**config.mk**
```make
export PLATFORM = sky130hd
export DESIGN_NAME = infix_to_postfix_converter
export DESIGN_NICKNAME = d
export VERILOG_FILES = /design/src/sv/itp_pkg.sv /design/src/sv/itp_front.sv /design/src/sv/itp_queue.sv /design/src/sv/itp_engine.sv /design/src/sv/infix_to_postfix_converter.sv
export VERILOG_INCLUDE_DIRS = /design/src /design/src/sv
export SDC_FILE = /design/constraint.sdc
export NUM_CORES = 1
export LEC_CHECK = 0
export ABC_CLOCK_PERIOD_IN_PS = 6450
export BUFFER_PORTS_ARGS = -buffer_cell sky130_fd_sc_hd__buf_4
export CAP_MARGIN = 30
export CORE_MARGIN = 2
export CORE_UTILIZATION = 62
export DETAILED_ROUTE_END_ITERATION = 10
export PLACE_DENSITY = 0.84
export RECOVER_POWER = 25
export REMOVE_ABC_BUFFERS = 1
export SYNTH_ARGS = -nofsm -noshare
export SYNTH_HDL_FRONTEND = slang
export SYNTH_SLANG_ARGS = --single-unit
```
**constraint.sdc**
```tcl
create_clock -name clk_i -period 6.45 [get_ports clk_i]
set_input_delay 0.645 -clock clk_i [delete_from_list [all_inputs] [get_ports clk_i]]
set_output_delay 0.645 -clock clk_i [all_outputs]
set_load 0.1 [all_outputs]
```
**src/sv/assert_macros.svh**
```systemverilog
// Assertion macros shared by the converter RTL.
`ifndef ASSERT_MACROS_SVH
`define ASSERT_MACROS_SVH

// Property checked on every clock edge outside reset.
`define ASSERT_ALWAYS(lbl, prop, msg) \
  lbl: assert property (@(posedge clk_i) disable iff (!rst_ni) (prop)) else $error(msg);

// Same-cycle implication checked outside reset.
`define ASSERT_IMPLIES(lbl, ante, cons, msg) \
  lbl: assert property (@(posedge clk_i) disable iff (!rst_ni) (ante) |-> (cons)) \
    else $error(msg);

`endif

```
**src/sv/itp_pkg.sv**
```systemverilog
// Types, constants and helpers shared by the infix-to-postfix converter.
`default_nettype none
package itp_pkg;

  localparam int STACK_DEPTH = 32;
  localparam int CNT_W       = $clog2(STACK_DEPTH + 1);
  localparam int IDX_W       = $clog2(STACK_DEPTH);
  localparam int QDEPTH      = 2;
  localparam int QA_W        = $clog2(QDEPTH);
  localparam int QC_W        = $clog2(QDEPTH + 1);

  localparam logic [7:0] CH_CARET  = 8'h5E;
  localparam logic [7:0] CH_STAR   = 8'h2A;
  localparam logic [7:0] CH_SLASH  = 8'h2F;
  localparam logic [7:0] CH_PLUS   = 8'h2B;
  localparam logic [7:0] CH_MINUS  = 8'h2D;
  localparam logic [7:0] CH_LPAREN = 8'h28;
  localparam logic [7:0] CH_RPAREN = 8'h29;
  localparam logic [7:0] CH_SPACE  = 8'h20;
  localparam logic [7:0] CH_TAB    = 8'h09;

  localparam logic [1:0] PREC_NONE = 2'd0;
  localparam logic [1:0] PREC_ADD  = 2'd1;
  localparam logic [1:0] PREC_MUL  = 2'd2;
  localparam logic [1:0] PREC_POW  = 2'd3;

  typedef enum logic [2:0] {
    CLS_SKIP,
    CLS_OPEN,
    CLS_CLOSE,
    CLS_OPER,
    CLS_OPND
  } cls_e;

  typedef enum logic [1:0] {
    ERR_NONE      = 2'd0,
    ERR_OVERFLOW  = 2'd1,
    ERR_UNMATCHED = 2'd2
  } err_e;

  typedef enum logic [2:0] {
    ST_IDLE,
    ST_OPEN,
    ST_OPND,
    ST_OPER,
    ST_CLOSE,
    ST_FLUSH,
    ST_DONE
  } state_e;

  typedef struct packed {
    cls_e       cls;
    logic [7:0] ch;
    logic [1:0] prec;
    logic       last;
  } cmd_t;

  typedef struct packed {
    logic [7:0] ch;
    logic       valid;
    logic       eoe;
    err_e       err;
  } result_t;

  function automatic logic [1:0] prec_of(input logic [7:0] c);
    logic [1:0] p;
    case (c)
      CH_CARET:           p = PREC_POW;
      CH_STAR, CH_SLASH:  p = PREC_MUL;
      CH_PLUS, CH_MINUS:  p = PREC_ADD;
      default:            p = PREC_NONE;
    endcase
    return p;
  endfunction

endpackage
`default_nettype wire

```
**src/sv/itp_front.sv**
```systemverilog
// Front end: takes input characters and classifies them into commands.
`default_nettype none
module itp_front (
  input  wire logic          s_tvalid_i,
  output logic               s_tready_o,
  input  wire logic [7:0]    s_tdata_i,
  input  wire logic          s_tlast_i,
  input  wire logic          q_full_i,
  output logic               q_wr_o,
  output itp_pkg::cmd_t      q_cmd_o
);
  import itp_pkg::*;

  logic [1:0] prec;

  assign prec       = prec_of(s_tdata_i);
  assign s_tready_o = !q_full_i;
  assign q_wr_o     = s_tvalid_i && !q_full_i;

  always_comb begin
    q_cmd_o.ch   = s_tdata_i;
    q_cmd_o.prec = prec;
    q_cmd_o.last = s_tlast_i;
    if (s_tdata_i == CH_SPACE || s_tdata_i == CH_TAB) begin
      q_cmd_o.cls = CLS_SKIP;
    end else if (s_tdata_i == CH_LPAREN) begin
      q_cmd_o.cls = CLS_OPEN;
    end else if (s_tdata_i == CH_RPAREN) begin
      q_cmd_o.cls = CLS_CLOSE;
    end else if (prec != PREC_NONE) begin
      q_cmd_o.cls = CLS_OPER;
    end else begin
      q_cmd_o.cls = CLS_OPND;
    end
  end

endmodule
`default_nettype wire

```
**src/sv/itp_queue.sv**
```systemverilog
// Short command queue between the front end and the stack engine.
`default_nettype none
`include "assert_macros.svh"
module itp_queue (
  input  wire logic          clk_i,
  input  wire logic          rst_ni,
  input  wire logic          wr_i,
  input  wire itp_pkg::cmd_t wr_cmd_i,
  output logic               full_o,
  input  wire logic          rd_i,
  output logic               valid_o,
  output itp_pkg::cmd_t      rd_cmd_o
);
  import itp_pkg::*;

  cmd_t             entry_q [QDEPTH];
  logic [QA_W-1:0]  wr_ptr_q, wr_ptr_d;
  logic [QA_W-1:0]  rd_ptr_q, rd_ptr_d;
  logic [QC_W-1:0]  cnt_q, cnt_d;
  logic             do_wr, do_rd;

  assign full_o   = cnt_q == QC_W'(QDEPTH);
  assign valid_o  = cnt_q != '0;
  assign rd_cmd_o = entry_q[rd_ptr_q];
  assign do_wr    = wr_i && !full_o;
  assign do_rd    = rd_i && valid_o;

  always_comb begin
    wr_ptr_d = wr_ptr_q;
    rd_ptr_d = rd_ptr_q;
    cnt_d    = cnt_q;
    if (do_wr) begin
      wr_ptr_d = (wr_ptr_q == QA_W'(QDEPTH - 1)) ? '0 : wr_ptr_q + QA_W'(1);
    end
    if (do_rd) begin
      rd_ptr_d = (rd_ptr_q == QA_W'(QDEPTH - 1)) ? '0 : rd_ptr_q + QA_W'(1);
    end
    if (do_wr && !do_rd) begin
      cnt_d = cnt_q + QC_W'(1);
    end else if (!do_wr && do_rd) begin
      cnt_d = cnt_q - QC_W'(1);
    end
  end

  always_ff @(posedge clk_i or negedge rst_ni) begin
    if (!rst_ni) begin
      wr_ptr_q <= '0;
      rd_ptr_q <= '0;
      cnt_q    <= '0;
    end else begin
      wr_ptr_q <= wr_ptr_d;
      rd_ptr_q <= rd_ptr_d;
      cnt_q    <= cnt_d;
    end
  end

  always_ff @(posedge clk_i) begin
    if (do_wr) begin
      entry_q[wr_ptr_q] <= wr_cmd_i;
    end
  end

  `ASSERT_ALWAYS(a_q_cnt_bound, cnt_q <= QC_W'(QDEPTH), "queue count past depth")

endmodule
`default_nettype wire

```
**src/sv/itp_engine.sv**
```systemverilog
// Back end: operator stack, shunting-yard sequencer and result registers.
`default_nettype none
`include "assert_macros.svh"
module itp_engine (
  input  wire logic          clk_i,
  input  wire logic          rst_ni,
  input  wire logic          cmd_valid_i,
  input  wire itp_pkg::cmd_t cmd_i,
  output logic               cmd_rd_o,
  output logic               m_tvalid_o,
  input  wire logic          m_tready_i,
  output itp_pkg::result_t   m_res_o
);
  import itp_pkg::*;

  state_e           state_q, state_d;
  cmd_t             cmd_q;
  err_e             err_q, err_d;
  logic [CNT_W-1:0] cnt_q, cnt_d, paren_q, paren_d;
  logic [CNT_W-1:0] rd_pos;
  logic [7:0]       stack_mem [STACK_DEPTH];
  logic [7:0]       rd_q;
  result_t          hold_q, out_q;
  logic             hold_v_q, out_v_q;

  logic             out_free, can_emit, stack_empty, stack_full, top_open, top_pops;
  logic             push, pop, emit, body_done, flush_done, fin;
  logic             hold_move, bare_load;
  logic [7:0]       push_ch;

  assign out_free    = !out_v_q || m_tready_i;
  assign can_emit    = !hold_v_q || out_free;
  assign stack_empty = cnt_q == '0;
  assign stack_full  = cnt_q == CNT_W'(STACK_DEPTH);
  assign top_open    = rd_q == CH_LPAREN;
  assign top_pops    = !stack_empty && (prec_of(rd_q) >= cmd_q.prec);

  // Sequencer outputs: at most one stack operation per cycle.
  always_comb begin
    cmd_rd_o   = 1'b0;
    push       = 1'b0;
    push_ch    = cmd_q.ch;
    pop        = 1'b0;
    emit       = 1'b0;
    body_done  = 1'b0;
    flush_done = 1'b0;
    fin        = 1'b0;
    hold_move  = 1'b0;
    bare_load  = 1'b0;
    case (state_q)
      ST_IDLE: begin
        cmd_rd_o = cmd_valid_i;
      end
      ST_OPEN: begin
        push      = !stack_full;
        push_ch   = CH_LPAREN;
        body_done = 1'b1;
      end
      ST_OPND: begin
        if (can_emit) begin
          emit      = 1'b1;
          body_done = 1'b1;
        end
      end
      ST_OPER: begin
        if (top_pops) begin
          if (can_emit) begin
            pop  = 1'b1;
            emit = 1'b1;
          end
        end else begin
          push      = !stack_full;
          body_done = 1'b1;
        end
      end
      ST_CLOSE: begin
        if (stack_empty) begin
          body_done = 1'b1;
        end else if (top_open) begin
          pop       = 1'b1;
          body_done = 1'b1;
        end else if (can_emit) begin
          pop  = 1'b1;
          emit = 1'b1;
        end
      end
      ST_FLUSH: begin
        if (stack_empty) begin
          flush_done = 1'b1;
        end else if (top_open) begin
          pop = 1'b1;
        end else if (can_emit) begin
          pop  = 1'b1;
          emit = 1'b1;
        end
      end
      ST_DONE: begin
        if (hold_v_q) begin
          hold_move = out_free;
          fin       = out_free;
        end else if (cmd_q.last || err_q != ERR_NONE) begin
          bare_load = out_free;
          fin       = out_free;
        end else begin
          fin = 1'b1;
        end
      end
      default: ;
    endcase
  end

  // Next state.
  always_comb begin
    state_d = state_q;
    case (state_q)
      ST_IDLE: begin
        if (cmd_valid_i) begin
          case (cmd_i.cls)
            CLS_OPEN:  state_d = ST_OPEN;
            CLS_OPND:  state_d = ST_OPND;
            CLS_OPER:  state_d = ST_OPER;
            CLS_CLOSE: state_d = ST_CLOSE;
            default:   state_d = cmd_i.last ? ST_FLUSH : ST_DONE;
          endcase
        end
      end
      ST_OPEN, ST_OPND, ST_OPER, ST_CLOSE: begin
        if (body_done) begin
          state_d = cmd_q.last ? ST_FLUSH : ST_DONE;
        end
      end
      ST_FLUSH: begin
        if (flush_done) begin
          state_d = ST_DONE;
        end
      end
      ST_DONE: begin
        if (fin) begin
          state_d = ST_IDLE;
        end
      end
      default: state_d = ST_IDLE;
    endcase
  end

  // Error is known before any result of the step leaves.
  always_comb begin
    err_d = err_q;
    if (cmd_rd_o) begin
      case (cmd_i.cls)
        CLS_OPEN:  err_d = stack_full ? ERR_OVERFLOW : ERR_NONE;
        CLS_CLOSE: err_d = (paren_q == '0) ? ERR_UNMATCHED : ERR_NONE;
        CLS_OPER:  err_d = (stack_full && (prec_of(rd_q) < cmd_i.prec)) ?
                           ERR_OVERFLOW : ERR_NONE;
        default:   err_d = ERR_NONE;
      endcase
    end
  end

  always_comb begin
    cnt_d   = cnt_q;
    paren_d = paren_q;
    if (push) begin
      cnt_d = cnt_q + CNT_W'(1);
      if (push_ch == CH_LPAREN) begin
        paren_d = paren_q + CNT_W'(1);
      end
    end else if (pop) begin
      cnt_d = cnt_q - CNT_W'(1);
      if (top_open) begin
        paren_d = paren_q - CNT_W'(1);
      end
    end
  end

  assign rd_pos = cnt_d - CNT_W'(1);

  always_ff @(posedge clk_i or negedge rst_ni) begin
    if (!rst_ni) begin
      state_q  <= ST_IDLE;
      cnt_q    <= '0;
      paren_q  <= '0;
      hold_v_q <= 1'b0;
      out_v_q  <= 1'b0;
    end else begin
      state_q <= state_d;
      cnt_q   <= cnt_d;
      paren_q <= paren_d;
      if (emit) begin
        hold_v_q <= 1'b1;
      end else if (hold_move) begin
        hold_v_q <= 1'b0;
      end
      if ((emit && hold_v_q) || hold_move || bare_load) begin
        out_v_q <= 1'b1;
      end else if (m_tready_i) begin
        out_v_q <= 1'b0;
      end
    end
  end

  // Payload registers.
  always_ff @(posedge clk_i) begin
    err_q <= err_d;
    if (cmd_rd_o) begin
      cmd_q <= cmd_i;
    end
    if (emit) begin
      hold_q.ch    <= pop ? rd_q : cmd_q.ch;
      hold_q.valid <= 1'b1;
      hold_q.eoe   <= 1'b0;
      hold_q.err   <= err_q;
    end
    if (emit && hold_v_q) begin
      out_q <= hold_q;
    end else if (hold_move) begin
      out_q.ch    <= hold_q.ch;
      out_q.valid <= hold_q.valid;
      out_q.eoe   <= cmd_q.last;
      out_q.err   <= hold_q.err;
    end else if (bare_load) begin
      out_q.ch    <= '0;
      out_q.valid <= 1'b0;
      out_q.eoe   <= cmd_q.last;
      out_q.err   <= err_q;
    end
  end

  // Stack memory; rd_q always holds the top entry of the next cycle.
  always_ff @(posedge clk_i) begin
    if (push) begin
      stack_mem[cnt_q[IDX_W-1:0]] <= push_ch;
    end
    rd_q <= push ? push_ch : stack_mem[rd_pos[IDX_W-1:0]];
  end

  assign m_tvalid_o = out_v_q;
  assign m_res_o    = out_q;

  `ASSERT_ALWAYS(a_paren_le_cnt, paren_q <= cnt_q, "open-paren count above stack count")
  `ASSERT_ALWAYS(a_cnt_bound, cnt_q <= CNT_W'(STACK_DEPTH), "stack count past depth")
  `ASSERT_IMPLIES(a_idle_hold_empty, state_q == ST_IDLE, !hold_v_q,
                  "hold register busy between steps")
  `ASSERT_IMPLIES(a_flush_empties, state_q == ST_DONE && cmd_q.last, cnt_q == '0,
                  "stack not empty after final flush")

endmodule
`default_nettype wire

```
**src/sv/infix_to_postfix_converter.sv**
```systemverilog
// Top level of the streaming infix-to-postfix (shunting-yard) converter.
//
//   channel   dir   tdata            tuser                       tlast
//   s_axis    in    [7:0] in_char    -                           last_char
//   m_axis    out   [7:0] out_char   [0] char_valid,             end_of_expr
//                                    [2:1] error_code
//
// Flow: the front end takes a character per cycle, while the queue has room, into
//   a two-entry command queue. The engine fetches a command, does one stack push
//   or pop at a time and closes the step; a space or tab skips the stack, and
//   each operator popped adds a pop step. A final character also flushes the
//   stack entry by entry until it finds the stack empty. The single-port stack
//   memory allows one operation per cycle.
// Reset: rst_ni clears the stack count, queue and output valid; no clearing pass.
// Stalls: a held m_axis transfer stops the engine once both the hold and the
//   output register are full; the front keeps taking input until the queue fills.
`default_nettype none
module infix_to_postfix_converter (
  input  wire logic       clk_i,
  input  wire logic       rst_ni,
  input  wire logic       s_axis_tvalid_i,
  output logic            s_axis_tready_o,
  input  wire logic [7:0] s_axis_tdata_i,   // [7:0] in_char
  input  wire logic       s_axis_tlast_i,   // last_char
  output logic            m_axis_tvalid_o,
  input  wire logic       m_axis_tready_i,
  output logic [7:0]      m_axis_tdata_o,   // [7:0] out_char
  output logic [2:0]      m_axis_tuser_o,   // [0] char_valid, [2:1] error_code
  output logic            m_axis_tlast_o    // end_of_expr
);
  import itp_pkg::*;

  cmd_t    wr_cmd, rd_cmd;
  logic    q_wr, q_full, q_valid, q_rd;
  result_t res;

  // Classify characters as they arrive.
  itp_front u_front (
    .s_tvalid_i (s_axis_tvalid_i),
    .s_tready_o (s_axis_tready_o),
    .s_tdata_i  (s_axis_tdata_i),
    .s_tlast_i  (s_axis_tlast_i),
    .q_full_i   (q_full),
    .q_wr_o     (q_wr),
    .q_cmd_o    (wr_cmd)
  );

  // Decouples intake from the stack engine.
  itp_queue u_queue (
    .clk_i    (clk_i),
    .rst_ni   (rst_ni),
    .wr_i     (q_wr),
    .wr_cmd_i (wr_cmd),
    .full_o   (q_full),
    .rd_i     (q_rd),
    .valid_o  (q_valid),
    .rd_cmd_o (rd_cmd)
  );

  // Operator stack and result sequencing.
  itp_engine u_engine (
    .clk_i       (clk_i),
    .rst_ni      (rst_ni),
    .cmd_valid_i (q_valid),
    .cmd_i       (rd_cmd),
    .cmd_rd_o    (q_rd),
    .m_tvalid_o  (m_axis_tvalid_o),
    .m_tready_i  (m_axis_tready_i),
    .m_res_o     (res)
  );

  assign m_axis_tdata_o = res.ch;
  assign m_axis_tuser_o = {res.err, res.valid};
  assign m_axis_tlast_o = res.eoe;

endmodule
`default_nettype wire

```
==> impl_metrics.toml <==
[sta]
skew_ps = 20.7
fmax_mhz = 176
slew_viol_final = 0
hold_viol_final = 0
fin_ws_ps = 759
finalSetupViolCount = 0
setup_tns_ps = 0
grt_setup_unrepaired = "no"
fin_crit_sh_pct = 88.2
worst_slew_pin_slew_ps = 1410
period_minus_slack_ps = 5690
worst_slew_margin_rel_pct = 6.00

[logic_synthesis]
syn-cell-area_um2 = 14200
netlist.area_leader.share_pct = 67.2
syn_avg_cell_area_um2 = 18.3
yosys-top-cells-area = "edfxtp_1 (67%), mux4_2 (12%), dfrtp_1 (3.7%)"
ys_seq_area_share_pct = 71.6
ys_types = 63
async_flop_share_pct = 6.09
synthCells = 780
yosys_most_used_dff = "edfxtp_1"
yosysTopAreaCell = "edfxtp_1"
synth_most_common_cell = "edfxtp_1"
synth-seq-cells = 345
synth_edf_count = 319
yosysWarnings = 0
synthTopCellsByCount = "edfxtp_1 (319), mux4_2 (79), nor2_1 (70)"

[final_layout]
drive_gt1_share_pct = 23.5
syn2layout_area_growth_pct = 11.7
antennaDiodeCount = 0
final_core_util_pct = 70.5
layout.nets = 882
fin_cells = 1161

[die]
coreArea_um2 = 22600
boundaryPins = 27
die_y_um = 156
core.rowCount = 55
die_area_um2 = 24200
die_w_um = 156
start_util_pct = 63.1

[drt]
ant_nets = 0
vias = 7689
first_pass_iters = 5
drc = 0
drt_iter0_drc = 938
routed_wl_um = 31600
vias_per_cell = 6.62
wire_per_inst_um = 27.2

[clock_network]
cts_tree = "built"
clk_latency_ps = 510
root_buffer = "clkbuf_16"
clock-sinks = 345
clk_path_buf_depth = 3
cts_htree_levels = 2
cts_buffers = 34
cts_setup_buffers = 0
clkTransAtPathRegs_ps = 60
post_cts_resized = 0
ctsHoldBuffers = 0

[worst_setup_path]
crit_path_start_kind = "register"
worstSetupEndpointType = "register"
cp.arrival_ps = 5810
path_class = "reg -> reg"
cp_data_required_time_ps = 6560
r2r_cells = 15
crit_path_max_fanout = 28

[global_route]
grt_pass1_wl_um = 48100
grt_use_total_pct = 27.3
grt_max_degree = 42
grt-ovfl-total = 0
grt_pass1_vias = 7978
antenna_found_initial = 0

[pwr]
ir_drop_v = 0.000337
power_mw = 7.51
p_leak_nw = 5.35
power_density_nw_per_um2 = 472

[placed_design]
dp.final_hpwl_um = 19100
dp_slack_ps = 857
dp.cells = 1103
gp_congestion = 0.819
port_buffers = 26

[hold_path]
hp-start = "s_axis_tlast_i"
hold_depth = 1
hold_class = "in -> reg"

[status]
status = "finished, final reports clean"

[flow_run]
drv_cap = 0
-- worst max-delay path, stage by stage, from the launching register on --
cell,delay [ps]
dfxtp_4,530
buf_12,280
mux4_2,570
mux4_2,490
mux2_2,340
nor4bb_1,380
nor4b_1,280
o21ai_0,150
ha_1,340
nand2b_1,140
a21oi_1,160
nor2_1,110
a21oi_1,210
buf_4,220
nand2_1,300
nor2_1,800
-- metrics by stage --
step                      area (µm²)  hold WS [ps]
final                          15900           350
after global routing           15900           337
after CTS                      16000          21.9
after detailed placement       15000           463
after global placement         15000           462
after floorplan                14100           349
-- per-layer routing --
metal	routed length [µm]	share of wire [%]	up-vias	track usage, %
li1	-	-	3233	-
met5	0	0	-	0
met4	1100	3.5	0	10.0
met1	11800	37	3894	36.3
met2	15900	50	470	45.4
met3	2800	8.9	92	5.92
-- sequential cells by signal, summed over array words and instances (netlist names), named ones only --
register / count
u_engine.cmd_q: 11
u_engine.cnt_q: 6
u_engine.err_q: 2
u_engine.hold_q: 10
u_engine.hold_v_q: 1
u_engine.m_res_o: 12
u_engine.m_tvalid_o: 1
u_engine.paren_q: 6
u_engine.stack_mem: 256
u_engine.state_q: 3
u_queue.cnt_q: 2
u_queue.entry_q: 28
u_queue.rd_ptr_q: 1
u_queue.wr_ptr_q: 1
-- placed cells by master (no fill, tap or decap), drive strengths merged, types with 3 or more instances in the layout --
cell / instances
clkinv: 11
clkbuf: 73
or2: 3
nor2b: 10
and2: 4
mux2i: 10
or3: 6
dfxtp: 5
nor2: 70
inv: 29
buf: 43
dfrtp: 21
a31oi: 4
xor2: 7
nor3: 8
xnor2: 14
mux2: 25
edfxtp: 319
mux4: 79
nor4: 6
a21oi: 19
o21ai: 15
nand2: 29
ha: 13
nand3b: 3
nand2b: 6
nand3: 4
nor4b: 3
-- layout make-up --
cell class	count	area, µm²
sequential	345	10200
tap	285	357
multi-input combinational	375	3790
timing repair buffer	71	484
fill	1352	6650
inverter	28	105
clock inverter	12	58.8
clock buffer	45	913
-- cells by family (layout without fill, tap and decap cells) --
logic type	after synthesis	in the layout	synth area share [%]
compound gates	58	58	2.62
xor+xnor	21	21	1.40
fa+ha+maj	14	14	1.28
buf+inv	60	156	1.86
flops	345	345	71.6
mux	114	114	15.2
simple gates	168	168	6.05
-- final timing paths --
check | endpoint | slack [ps]
max in group asynchronous | u_engine.cnt_q[2] | 5370
min in group asynchronous | u_engine.m_tvalid_o | 370
hold reg to reg | u_engine.paren_q[5] | 480
hold / removal | u_queue.entry_q[0][0] | 350
setup / recovery | u_engine.stack_mem[31][1] | 760
setup reg to reg | u_engine.stack_mem[31][1] | 760
-- power by group --
part	internal, mW	leakage (nW)	total (mW)	switching, mW
clock	0.994	0.474	1.78	0.782
sequential	2.86	3.19	3.14	0.278
combinational	1.05	1.69	2.59	1.54
Power figures use the tool's default switching activity.
